## config.mk

```make
export PLATFORM = sky130hd
export DESIGN_NAME = integer_ratio_audio_format_converter_flat
export DESIGN_NICKNAME = d
export VERILOG_FILES = /design/src/rtl/core/iraf_pkg.sv /design/src/rtl/core/iraf_if.sv /design/src/rtl/core/iraf_cfg_regs.sv /design/src/rtl/core/iraf_front.sv /design/src/rtl/core/iraf_emit.sv /design/src/rtl/core/integer_ratio_audio_format_converter.sv /design/src/flat_wrapper.sv
export SDC_FILE = /design/constraint.sdc
export NUM_CORES = 1
export LEC_CHECK = 0
export BUFFER_PORTS_ARGS = -buffer_cell sky130_fd_sc_hd__buf_2
export CORE_MARGIN = 2
export CORE_UTILIZATION = 50
export DETAILED_ROUTE_END_ITERATION = 8
export PLACE_DENSITY = 0.8
export SYNTH_ARGS = -nofsm -noshare
export SYNTH_HDL_FRONTEND = slang
export SYNTH_SLANG_ARGS = --single-unit
```

## constraint.sdc

```tcl
create_clock -name clk -period 9.5 [get_ports clk]
set_input_delay 2.375 -clock clk [delete_from_list [all_inputs] [get_ports clk]]
set_output_delay 2.375 -clock clk [all_outputs]
set_load 0.01 [all_outputs]
```

## src/rtl/core/iraf_pkg.sv

```systemverilog
`timescale 1ns / 1ps
// ----------------------------------------------------------------------------
// iraf_pkg
// Shared types and constants of the integer-ratio audio format converter.
// ----------------------------------------------------------------------------
package iraf_pkg;

	localparam int MAX_RATIO_DEF = 8;

	localparam int CFG_IDX_W  = 3;
	localparam int CFG_DATA_W = 3;

	typedef enum logic [CFG_IDX_W-1:0] {
		REG_UPSAMPLE_HOLD      = 3'd0,
		REG_DOWNSAMPLE_SKIP    = 3'd1,
		REG_SOURCE_WIDE        = 3'd2,
		REG_SOURCE_TWO_CHANNEL = 3'd3,
		REG_DEVICE_WIDE        = 3'd4,
		REG_DEVICE_TWO_CHANNEL = 3'd5
	} reg_idx_t;

	typedef logic signed [15:0] sample_t;

	typedef struct packed {
		logic [2:0] upsample_hold;
		logic [2:0] downsample_skip;
		logic       source_wide;
		logic       source_two_channel;
		logic       device_wide;
		logic       device_two_channel;
	} cfg_t;

	// One converted frame handed from the front stage to the output stage.
	typedef struct packed {
		logic       emit;     // frame produces results (not decimated away)
		logic [2:0] copies;   // held-frame repeats before the new frame
		sample_t    new_left;
		sample_t    new_right;
		sample_t    held_left;
		sample_t    held_right;
	} job_t;

endpackage

```

## src/rtl/core/iraf_if.sv

```systemverilog
`timescale 1ns / 1ps
// ----------------------------------------------------------------------------
// iraf_if
// Valid/ready stream interfaces for source frames and device results.
// ----------------------------------------------------------------------------
interface iraf_frame_if;
	import iraf_pkg::*;

	logic    valid;
	logic    ready;
	sample_t left_in;
	sample_t right_in;
	logic    new_sound;

	modport source (output valid, output left_in, output right_in, output new_sound,
		input ready);
	modport sink (input valid, input left_in, input right_in, input new_sound,
		output ready);
endinterface

interface iraf_result_if;
	import iraf_pkg::*;

	logic    valid;
	logic    ready;
	sample_t left_out;
	sample_t right_out;
	logic    run_end;

	modport source (output valid, output left_out, output right_out, output run_end,
		input ready);
	modport sink (input valid, input left_out, input right_out, input run_end,
		output ready);
endinterface

```

## src/rtl/core/iraf_cfg_regs.sv

```systemverilog
`timescale 1ns / 1ps
// ----------------------------------------------------------------------------
// iraf_cfg_regs
// Configuration register file, written through a plain write port.
// ----------------------------------------------------------------------------
module iraf_cfg_regs (
	input  logic                            clk,
	input  logic                            arst_n,
	input  logic                            wr_en,
	input  logic [iraf_pkg::CFG_IDX_W-1:0]  wr_index,
	input  logic [iraf_pkg::CFG_DATA_W-1:0] wr_data,
	output iraf_pkg::cfg_t                  cfg
);
	import iraf_pkg::*;

	cfg_t cfg_q;

	always_ff @(posedge clk or negedge arst_n) begin
		if (!arst_n) begin
			cfg_q.upsample_hold      <= '0;
			cfg_q.downsample_skip    <= '0;
			cfg_q.source_wide        <= 1'b0;
			cfg_q.source_two_channel <= 1'b0;
			cfg_q.device_wide        <= 1'b1;
			cfg_q.device_two_channel <= 1'b1;
		end else if (wr_en) begin
			case (reg_idx_t'(wr_index))
				REG_UPSAMPLE_HOLD:      cfg_q.upsample_hold      <= wr_data;
				REG_DOWNSAMPLE_SKIP:    cfg_q.downsample_skip    <= wr_data;
				REG_SOURCE_WIDE:        cfg_q.source_wide        <= wr_data[0];
				REG_SOURCE_TWO_CHANNEL: cfg_q.source_two_channel <= wr_data[0];
				REG_DEVICE_WIDE:        cfg_q.device_wide        <= wr_data[0];
				REG_DEVICE_TWO_CHANNEL: cfg_q.device_two_channel <= wr_data[0];
				default: ;
			endcase
		end
	end

	assign cfg = cfg_q;

endmodule

```

## src/rtl/core/iraf_front.sv

```systemverilog
`timescale 1ns / 1ps
// ----------------------------------------------------------------------------
// iraf_front
// Input register, sample width/channel conversion, held frame and decimation.
// ----------------------------------------------------------------------------
module iraf_front #(
	parameter int MAX_RATIO = iraf_pkg::MAX_RATIO_DEF
) (
	input  logic           clk,
	input  logic           arst_n,
	input  iraf_pkg::cfg_t cfg,
	iraf_frame_if.sink     frames,
	output logic           job_valid,
	output iraf_pkg::job_t job,
	input  logic           take
);
	import iraf_pkg::*;

	localparam int COPY_LIMIT = MAX_RATIO - 1;

	logic    valid_s1;
	sample_t left_s1;
	sample_t right_s1;
	logic    new_sound_s1;

	sample_t    held_left_q;
	sample_t    held_right_q;
	logic [2:0] dec_count_q;

	logic signed [16:0] wl, wr, hl, hr, sum, quarter;
	sample_t            nl, nr;
	logic [2:0]         dec_eff;
	logic               move;

	function automatic logic signed [16:0] widen(input sample_t raw, input logic src_wide,
			input logic dev_wide);
		logic signed [16:0] s;
		if (src_wide) begin
			// narrow device keeps the high byte, zero-extended
			s = dev_wide ? {raw[15], raw} : {9'b0, raw[15:8]};
		end else begin
			s = dev_wide ? {raw[7], raw[7:0], 8'b0} : {{9{raw[7]}}, raw[7:0]};
		end
		return s;
	endfunction

	function automatic sample_t fit(input logic signed [16:0] v, input logic dev_wide);
		return dev_wide ? v[15:0] : {8'b0, v[7:0]};
	endfunction

	assign move         = valid_s1 && take;
	assign frames.ready = !valid_s1 || take;

	always_ff @(posedge clk or negedge arst_n) begin
		if (!arst_n) begin
			valid_s1 <= 1'b0;
		end else if (frames.ready) begin
			valid_s1 <= frames.valid;
		end
	end

	always_ff @(posedge clk) begin
		if (frames.valid && frames.ready) begin
			left_s1      <= frames.left_in;
			right_s1     <= frames.right_in;
			new_sound_s1 <= frames.new_sound;
		end
	end

	always_comb begin
		wl = widen(left_s1, cfg.source_wide, cfg.device_wide);
		wr = cfg.source_two_channel ? widen(right_s1, cfg.source_wide, cfg.device_wide) : wl;
		// halves truncate toward zero: add one before the shift when negative
		hl = $signed(wl + 17'(wl[16])) >>> 1;
		hr = $signed(wr + 17'(wr[16])) >>> 1;
		sum     = wl + wr;
		quarter = sum >>> 2;
		if (cfg.device_two_channel) begin
			nl = fit(hl, cfg.device_wide);
			nr = fit(hr, cfg.device_wide);
		end else begin
			nl = fit(quarter, cfg.device_wide);
			nr = '0;
		end
	end

	assign dec_eff = new_sound_s1 ? cfg.downsample_skip : dec_count_q;

	always_comb begin
		job.new_left   = nl;
		job.new_right  = nr;
		job.held_left  = new_sound_s1 ? '0 : held_left_q;
		job.held_right = new_sound_s1 ? '0 : held_right_q;
		job.emit       = (cfg.upsample_hold != '0) || (dec_eff == '0);
		if (int'(cfg.upsample_hold) > COPY_LIMIT) begin
			job.copies = 3'(COPY_LIMIT);
		end else begin
			job.copies = cfg.upsample_hold;
		end
	end

	assign job_valid = valid_s1;

	always_ff @(posedge clk or negedge arst_n) begin
		if (!arst_n) begin
			held_left_q  <= '0;
			held_right_q <= '0;
			dec_count_q  <= '0;
		end else if (move) begin
			held_left_q  <= nl;
			held_right_q <= nr;
			if (cfg.upsample_hold != '0) begin
				dec_count_q <= dec_eff;
			end else if (dec_eff == '0) begin
				dec_count_q <= cfg.downsample_skip;
			end else begin
				dec_count_q <= dec_eff - 3'd1;
			end
		end
	end

endmodule

```

## src/rtl/core/iraf_emit.sv

```systemverilog
`timescale 1ns / 1ps
// ----------------------------------------------------------------------------
// iraf_emit
// Output register: held-frame repeats then the new frame, one a cycle if ready.
// ----------------------------------------------------------------------------
module iraf_emit #(
	parameter int MAX_RATIO = iraf_pkg::MAX_RATIO_DEF
) (
	input  logic           clk,
	input  logic           arst_n,
	input  logic           job_valid,
	input  iraf_pkg::job_t job,
	output logic           take,
	iraf_result_if.source  results
);
	import iraf_pkg::*;

	localparam int CLOG = (MAX_RATIO > 1) ? $clog2(MAX_RATIO) : 1;
	localparam int CW   = (CLOG > 3) ? 3 : CLOG;

	logic          out_valid_q;
	logic          out_end_q;
	sample_t       out_left_q;
	sample_t       out_right_q;
	sample_t       new_left_q;
	sample_t       new_right_q;
	logic [CW-1:0] rem_q;
	logic          xfer;

	assign xfer = results.valid && results.ready;
	// next frame may enter once the current run has its last transfer
	assign take = !out_valid_q || (results.ready && out_end_q);

	always_ff @(posedge clk or negedge arst_n) begin
		if (!arst_n) begin
			out_valid_q <= 1'b0;
			out_end_q   <= 1'b0;
			rem_q       <= '0;
		end else if (take && job_valid && job.emit) begin
			out_valid_q <= 1'b1;
			if (job.copies != '0) begin
				out_end_q <= 1'b0;
				rem_q     <= CW'(job.copies - 3'd1);
			end else begin
				out_end_q <= 1'b1;
			end
		end else if (xfer) begin
			if (out_end_q) begin
				out_valid_q <= 1'b0;
			end else if (rem_q != '0) begin
				rem_q <= rem_q - CW'(1);
			end else begin
				out_end_q <= 1'b1;
			end
		end
	end

	always_ff @(posedge clk) begin
		if (take && job_valid && job.emit) begin
			new_left_q  <= job.new_left;
			new_right_q <= job.new_right;
			if (job.copies != '0) begin
				out_left_q  <= job.held_left;
				out_right_q <= job.held_right;
			end else begin
				out_left_q  <= job.new_left;
				out_right_q <= job.new_right;
			end
		end else if (xfer && !out_end_q && rem_q == '0) begin
			out_left_q  <= new_left_q;
			out_right_q <= new_right_q;
		end
	end

	assign results.valid     = out_valid_q;
	assign results.left_out  = out_left_q;
	assign results.right_out = out_right_q;
	assign results.run_end   = out_end_q;

endmodule

```

## src/rtl/core/integer_ratio_audio_format_converter.sv

```systemverilog
`timescale 1ns / 1ps
// ----------------------------------------------------------------------------
// integer_ratio_audio_format_converter
// Converts source frames to device format and resamples by integer ratios.
// ----------------------------------------------------------------------------
// Channel   Dir  Handshake       Payload
// frames    in   valid/ready     left_in, right_in, new_sound
// results   out  valid/ready     left_out, right_out, run_end
// cfg       in   wr_en only      wr_index, wr_data
//
// Frame enters an input register, then the output register. Unless results
// stall: one frame per cycle when not upsampling; with upsampling a frame gives
// min(upsample_hold, MAX_RATIO-1)+1 results, one per cycle out of the output
// register. Reset clears held frame and decimation count. A stalled result
// holds the run; the input register still takes one more frame.
// ----------------------------------------------------------------------------
module integer_ratio_audio_format_converter #(
	parameter int MAX_RATIO = iraf_pkg::MAX_RATIO_DEF
) (
	input  logic                            clk,
	input  logic                            arst_n,
	iraf_frame_if.sink                      frames,
	iraf_result_if.source                   results,
	input  logic                            wr_en,
	input  logic [iraf_pkg::CFG_IDX_W-1:0]  wr_index,
	input  logic [iraf_pkg::CFG_DATA_W-1:0] wr_data
);
	import iraf_pkg::*;

	cfg_t cfg;
	job_t job;
	logic job_valid;
	logic take;

	iraf_cfg_regs u_cfg (
		.clk      (clk),
		.arst_n   (arst_n),
		.wr_en    (wr_en),
		.wr_index (wr_index),
		.wr_data  (wr_data),
		.cfg      (cfg)
	);

	iraf_front #(.MAX_RATIO(MAX_RATIO)) u_front (
		.clk       (clk),
		.arst_n    (arst_n),
		.cfg       (cfg),
		.frames    (frames),
		.job_valid (job_valid),
		.job       (job),
		.take      (take)
	);

	iraf_emit #(.MAX_RATIO(MAX_RATIO)) u_emit (
		.clk       (clk),
		.arst_n    (arst_n),
		.job_valid (job_valid),
		.job       (job),
		.take      (take),
		.results   (results)
	);

	// a frame waiting in the input register stays until the output stage takes it
	a_job_holds: assert property (@(posedge clk) disable iff (!arst_n)
		job_valid && !take |=> job_valid)
		else $error("input register lost a frame");

	// no new frame enters the output stage in the middle of a run
	a_no_take_mid_run: assert property (@(posedge clk) disable iff (!arst_n)
		results.valid && !results.run_end |-> !take)
		else $error("output stage taken during a run");

	// a run continues after a transfer that is not its last
	a_run_continues: assert property (@(posedge clk) disable iff (!arst_n)
		results.valid && results.ready && !results.run_end |=> results.valid)
		else $error("run cut short");

	// an accepted frame is in the input register next cycle
	a_accept_lands: assert property (@(posedge clk) disable iff (!arst_n)
		frames.valid && frames.ready |=> job_valid)
		else $error("accepted frame missing");

endmodule

```

## src/flat_wrapper.sv

```systemverilog
// flat-port wrapper written by rule: the top's interface ports become plain ports
module integer_ratio_audio_format_converter_flat import iraf_pkg::*;
#(
	parameter int MAX_RATIO = iraf_pkg::MAX_RATIO_DEF
)
  (clk, arst_n, wr_en, wr_index, wr_data, frames_valid, frames_left_in, frames_right_in, frames_new_sound, frames_ready, results_valid, results_left_out, results_right_out, results_run_end, results_ready);
  iraf_frame_if frames_i ();
  iraf_result_if results_i ();
  input  logic clk;
  input  logic arst_n;
  input  logic wr_en;
  input  logic [iraf_pkg::CFG_IDX_W-1:0] wr_index;
  input  logic [iraf_pkg::CFG_DATA_W-1:0] wr_data;
  input wire logic [$bits(frames_i.valid)-1:0] frames_valid;
  input wire logic [$bits(frames_i.left_in)-1:0] frames_left_in;
  input wire logic [$bits(frames_i.right_in)-1:0] frames_right_in;
  input wire logic [$bits(frames_i.new_sound)-1:0] frames_new_sound;
  output wire logic [$bits(frames_i.ready)-1:0] frames_ready;
  output wire logic [$bits(results_i.valid)-1:0] results_valid;
  output wire logic [$bits(results_i.left_out)-1:0] results_left_out;
  output wire logic [$bits(results_i.right_out)-1:0] results_right_out;
  output wire logic [$bits(results_i.run_end)-1:0] results_run_end;
  input wire logic [$bits(results_i.ready)-1:0] results_ready;
  assign frames_i.valid = frames_valid;
  assign frames_i.left_in = frames_left_in;
  assign frames_i.right_in = frames_right_in;
  assign frames_i.new_sound = frames_new_sound;
  assign frames_ready = frames_i.ready;
  assign results_valid = results_i.valid;
  assign results_left_out = results_i.left_out;
  assign results_right_out = results_i.right_out;
  assign results_run_end = results_i.run_end;
  assign results_i.ready = results_ready;
  integer_ratio_audio_format_converter #(.MAX_RATIO(MAX_RATIO)) u_core (.clk(clk), .arst_n(arst_n), .frames(frames_i), .results(results_i), .wr_en(wr_en), .wr_index(wr_index), .wr_data(wr_data));
endmodule
```

**After elaboration in Yosys (flattened, before gate mapping)**

Index checks and enable logic that the tools add are counted.

- Add/subtract/negate cells: 6
- Equal/unequal tests: 7
- Muxes and demuxes: 36
- Reductions and logical operators: 30

Operators by type and width:

| cell | number |
|---|---|
| $mux W16 | 13 |
| $mux W17 | 5 |
| $add A17 B1 Y17 | 2 |
| $mux W15 | 2 |
| $mux W3 | 8 |
| $add A17 B17 Y17 | 1 |
| $reduce_and A2 Y1 | 7 |
| $logic_not A3 Y1 | 3 |
| $sub A3 B1 Y3 const B | 3 |
| $mux W1 | 8 |
| $reduce_bool A2 Y1 | 4 |
| $logic_and A1 B1 Y1 | 7 |
| $eq A3 B2 Y1 const B | 2 |
| $eq A3 B3 Y1 const B | 2 |
| $reduce_bool A3 Y1 | 2 |
| $ne A2 B1 Y1 const B | 2 |
| $reduce_and A4 Y1 | 1 |
| $eq A3 B1 Y1 const B | 1 |
| $logic_not A1 Y1 | 3 |
| $logic_or A1 B1 Y1 | 3 |

- Bits in registers: 148
- Bits of input ports: 44
- Output and inout port bits: 35

**Longest topological paths before layout**

- Depth in word-level cells: 8
- Depth in mapped cells: 17
- Mapped depth without buffers: 14

**Cells and area by module**

A second synthesis with hierarchy kept.

- Cell total of the unflattened synthesis: 869
- Area total of the unflattened synthesis: 9143.8 sq um

Modules (own cells, without submodules):

| module | times used | cells each | area an instance (sq um) | seq. area each (sq um) |
|---|---|---|---|---|
| iraf_front | 1 | 636 | 5751.8 | 1891.8 |
| iraf_emit | 1 | 207 | 2935.3 | 2047.0 |
| iraf_cfg_regs | 1 | 26 | 456.7 | 252.7 |

**Worst setup path after synthesis**

Ideal clock, no wire load.

- Kind: input -> register
- Start: in results_ready
- End: reg u_core.u_emit.out_left_q[0] (netlist: u_core.u_emit.results.left_out[0]) (enable)
- Setup time: 0.658 ns
- Data arrival time: 4.593 ns
- Setup slack: 4.249 ns
- Cell stages on the path: 8
- Cells stage by stage: nand2_1 > nand2_1 > and2_1 > buf_2 > o21ai_1 > clkbuf_1 > buf_1 > o21ai_0

- Longest elaborated chain between the ends: 5
- Elaborated cells on any way between the ends: 8

Ends and longest elaborated chain:

| what | RTL line | text |
|---|---|---|
| start, declared | flat_wrapper.sv:23 | `input wire logic [$bits(results_i.ready)-1:0] results_ready;` |
| $logic_and A1 B1 Y1 | iraf_emit.sv:32 | `assign take = !out_valid_q \|\| (results.ready && out_end_q);` |
| $logic_or A1 B1 Y1 | iraf_emit.sv:32 |  |
| $logic_and A1 B1 Y1 (2 in series) | iraf_emit.sv:59 | `if (take && job_valid && job.emit) begin` |
| $reduce_bool A2 Y1 (no source line) (*) | -- |  |
| end signal, assigned | iraf_emit.sv:63 | `out_left_q <= job.held_left;` |
| end signal, assigned | iraf_emit.sv:66 | `out_left_q <= job.new_left;` |
| end signal, assigned | iraf_emit.sv:70 | `out_left_q <= new_left_q;` |
| end, declared | iraf_emit.sv:23 | `sample_t out_left_q;` |

Every way passes the cells marked *; elsewhere a longest branch is shown, timed or not.
A chain may end at the register's enable or synchronous reset.

**Final worst setup path**

- Start: in results_ready
- End: out frames_ready

- Longest elaborated chain between the ends: 3

Ends and longest elaborated chain:

| what | RTL line | text |
|---|---|---|
| $logic_and A1 B1 Y1 | iraf_emit.sv:32 |  |
| $logic_or A1 B1 Y1 | iraf_emit.sv:32 |  |
| $logic_or A1 B1 Y1 | iraf_front.sv:52 | `assign frames.ready = !valid_s1 \|\| take;` |
| end, declared | flat_wrapper.sv:18 | `output wire logic [$bits(frames_i.ready)-1:0] frames_ready;` |

No other way between the ends.

==> out/results.ini <==
[global_routing]
antenna_found_initial=0
grt_pass1_vias=5752
grt_usage_pct=21.8
grt_max_degree=55
grt_pass1_wl_mm=30.4
grt_overflow=0

[setup_path]
crit_type=primary input to output port
regToRegEndpoint=u_core.u_emit.results.left_out[12]
rrSetupSlack_ns=4.76
crit_path_end_kind=output port
reg2reg_depth=12
cp-start-kind=primary input
reg2reg_from=u_core.u_cfg.cfg[2]
worstPathArrival_ns=2.82
crit_end=frames_ready
worstPathRequired_ns=7.13
crit_fanout=3
cp-startpoint=results_ready

[logic_synthesis]
synth_edf_count=97
ys_seq_area_share_pct=49.9
synth_seq_cells=148
netlist_area_mm2=0.00839
synthCells=773
avgSynthCellArea_um2=10.9
synth_warnings=0
synthFlopType=edfxtp_1
synth_nets=835
synth_cell_type_count=83
synth-async-reset-ratio_pct=34.5

[sta]
drv_slew=0
hold_viol=0
finalSetupViolations=0
worstMarginPinSlew_ns=0.825
layout_min_cycle_time_ns=5.19
fin_crit_sh_pct=54.7
setup_tns_ns=0
finalClockSkew_ns=0.0142
rsz0062_at_grt=no
max_slew_margin_pct=45.0
max_freq_mhz=193
hold_ws_ns=0.478

[placement]
io_buffers=78
dp.final_hpwl_mm=13.0
gp_congestion=0.972

[layout]
layout-drive-gt1-share_pct=22.6
nFillCells=1353
seqCellArea_mm2=0.00419
final_common_cell=edfxtp_1
antenna_cells=0
syn2layout_area_growth_pct=13.7
multi_input_area_mm2=0.00388
layout_common_cells=97 x edfxtp_1, 86 x nand2_1, 78 x buf_2, 53 x o21ai_0, 49 x dfrtp_1
final_nets=903

[cts]
cts_setup_buffers=0
clkTransAtPathRegs_ns=0.06
cts-root-buf=clkbuf_16
cts_tree=done
cts.sinks=148
clock_latency_ns=0.43
cts_buffers=17
holdBufCountCts=0
cts_resized=0
ctsHtreeMaxLevel=4
clockBufferDepth=2

[route]
antenna_left=0
drcViolationCount=0
dr.pass1.iters=5
routed_wl_mm=18.8
wl_met1_mm=8.60
drtIter0Drc=528
routed_via_density=5.85
wl_per_cell_um=17.5
dr_wl_met2_mm=8.63
vias=6285
top_layer=met4
route.met3.wl_mm=1.25

[pwr]
p_leak_nw=3.93
power-per-cell-area_mw_per_mm2=329
peakVddDrop_mv=0.176

[die]
die_h_um=134
initial_core_util_pct=51.0
die_w_um=134
top_level_ports=79
fp.coreArea_mm2=0.0165
dieArea_mm2=0.0178
row_count=47

[run_status]
status=finished, final reports clean

[hold_path]
hp-class=flop to flop

[run]
maxCapViolCount=0

-- worst min path at each step --
stage | start | endpoint | slack [ns] | depth (start not counted)
5_1_grt | u_core.u_front.held_right_q[5] | u_core.u_front.held_right_q[5] | 0.50 | 2
4_1_cts | u_core.u_front.held_right_q[1] | u_core.u_front.held_right_q[1] | 0.48 | 2
2_1_floorplan | u_core.u_front.held_right_q[1] | u_core.u_front.held_right_q[1] | 0.45 | 2
3_5_place_dp | u_core.u_front.held_right_q[1] | u_core.u_front.held_right_q[1] | 0.46 | 2
3_3_place_gp | u_core.u_front.held_right_q[1] | u_core.u_front.held_right_q[1] | 0.46 | 2
6_report | u_core.u_front.held_right_q[14] | u_core.u_front.held_right_q[14] | 0.48 | 2
-- registers in the layout, indices dropped and copies added (netlist names) --
name / flops
u_core.u_front.held_right_q: 16
u_core.u_emit.results.left_out: 16
u_core.u_front.dec_count_q: 3
u_core.u_front.held_left_q: 16
u_core.u_emit.new_left_q: 16
u_core.u_emit.rem_q: 3
u_core.u_front.left_s1: 16
u_core.u_front.right_s1: 16
u_core.u_front.new_sound_s1: 1
u_core.u_emit.new_right_q: 16
u_core.u_cfg.cfg: 10
u_core.u_emit.results.valid: 1
u_core.u_front.job_valid: 1
u_core.u_emit.results.right_out: 16
u_core.u_emit.results.run_end: 1
-- routing by layer --
metal / track usage [%] / vias to the layer above
li1: - / 3032
met1: 32.0 / 2977
met2: 32.8 / 247
met3: 3.54 / 29
met4: 7.80 / 0
met5: 0 / -
-- cell families (layout without fill, tap and decap cells) --
| family | count (synthesis) | in the layout | synth area share, % |
|---|---|---|---|
| mux | 49 | 49 | 7.04 |
| fa+ha+maj | 18 | 18 | 2.68 |
| buf+inv | 71 | 152 | 4.00 |
| compound gates | 224 | 224 | 18.9 |
| simple gates | 237 | 237 | 14.7 |
| xor+xnor | 26 | 26 | 2.71 |
| flops | 148 | 148 | 49.9 |
-- layout make-up --
class,count,share of cell area (%)
clock buffers,19,4.54
flip-flops and latches,148,43.9
well taps,220,2.89
multi-input cells,554,40.6
repair buffers,89,4.96
inverters,31,1.22
clock inverters,13,1.81
-- stage by stage --
step	instances	power, W	worst slack (ns)	utilization [%]	cell area, um2
6_report	1074	0.00314	4.31	57.9	9540
5_1_grt	1074	0.00333	4.24	57.9	9540
4_1_cts	1074	0.00313	4.30	57.9	9540
3_5_place_dp	1042	0.00243	4.31	54.3	8930
3_3_place_gp	1042	0.00239	4.32	54.3	8930
2_1_floorplan	773	0.00208	4.25	-	8390
-- report_power, final --
part | internal, W | total [W] | switching [W]
combinational | 0.000502 | 0.00132 | 0.000813
sequential | 0.00100 | 0.00112 | 0.000121
clock | 0.000418 | 0.000697 | 0.000278
total | 0.00192 | 0.00314 | 0.00121
-- synth_stat cells, types with 17 or more instances --
library cell / instances / share of area, %
a21o_1: 17 / 1.5
a21oi_1: 27 / 1.6
a22oi_1: 26 / 2.3
clkbuf_1: 17 / 0.76
dfrtp_1: 49 / 15
edfxtp_1: 97 / 35
ha_1: 18 / 2.7
inv_1: 29 / 1.3
mux2_2: 31 / 4.2
nand2_1: 86 / 3.8
nand3_1: 19 / 1.1
nor2_1: 48 / 2.1
o21ai_0: 54 / 3.2
-- critical path, cell delays in order --
cell     delay, ns
buf_2         0.11
nand2_1       0.07
nand3_1       0.10
buf_2         0.15
Note: power is estimated with default switching activity, not from simulation.
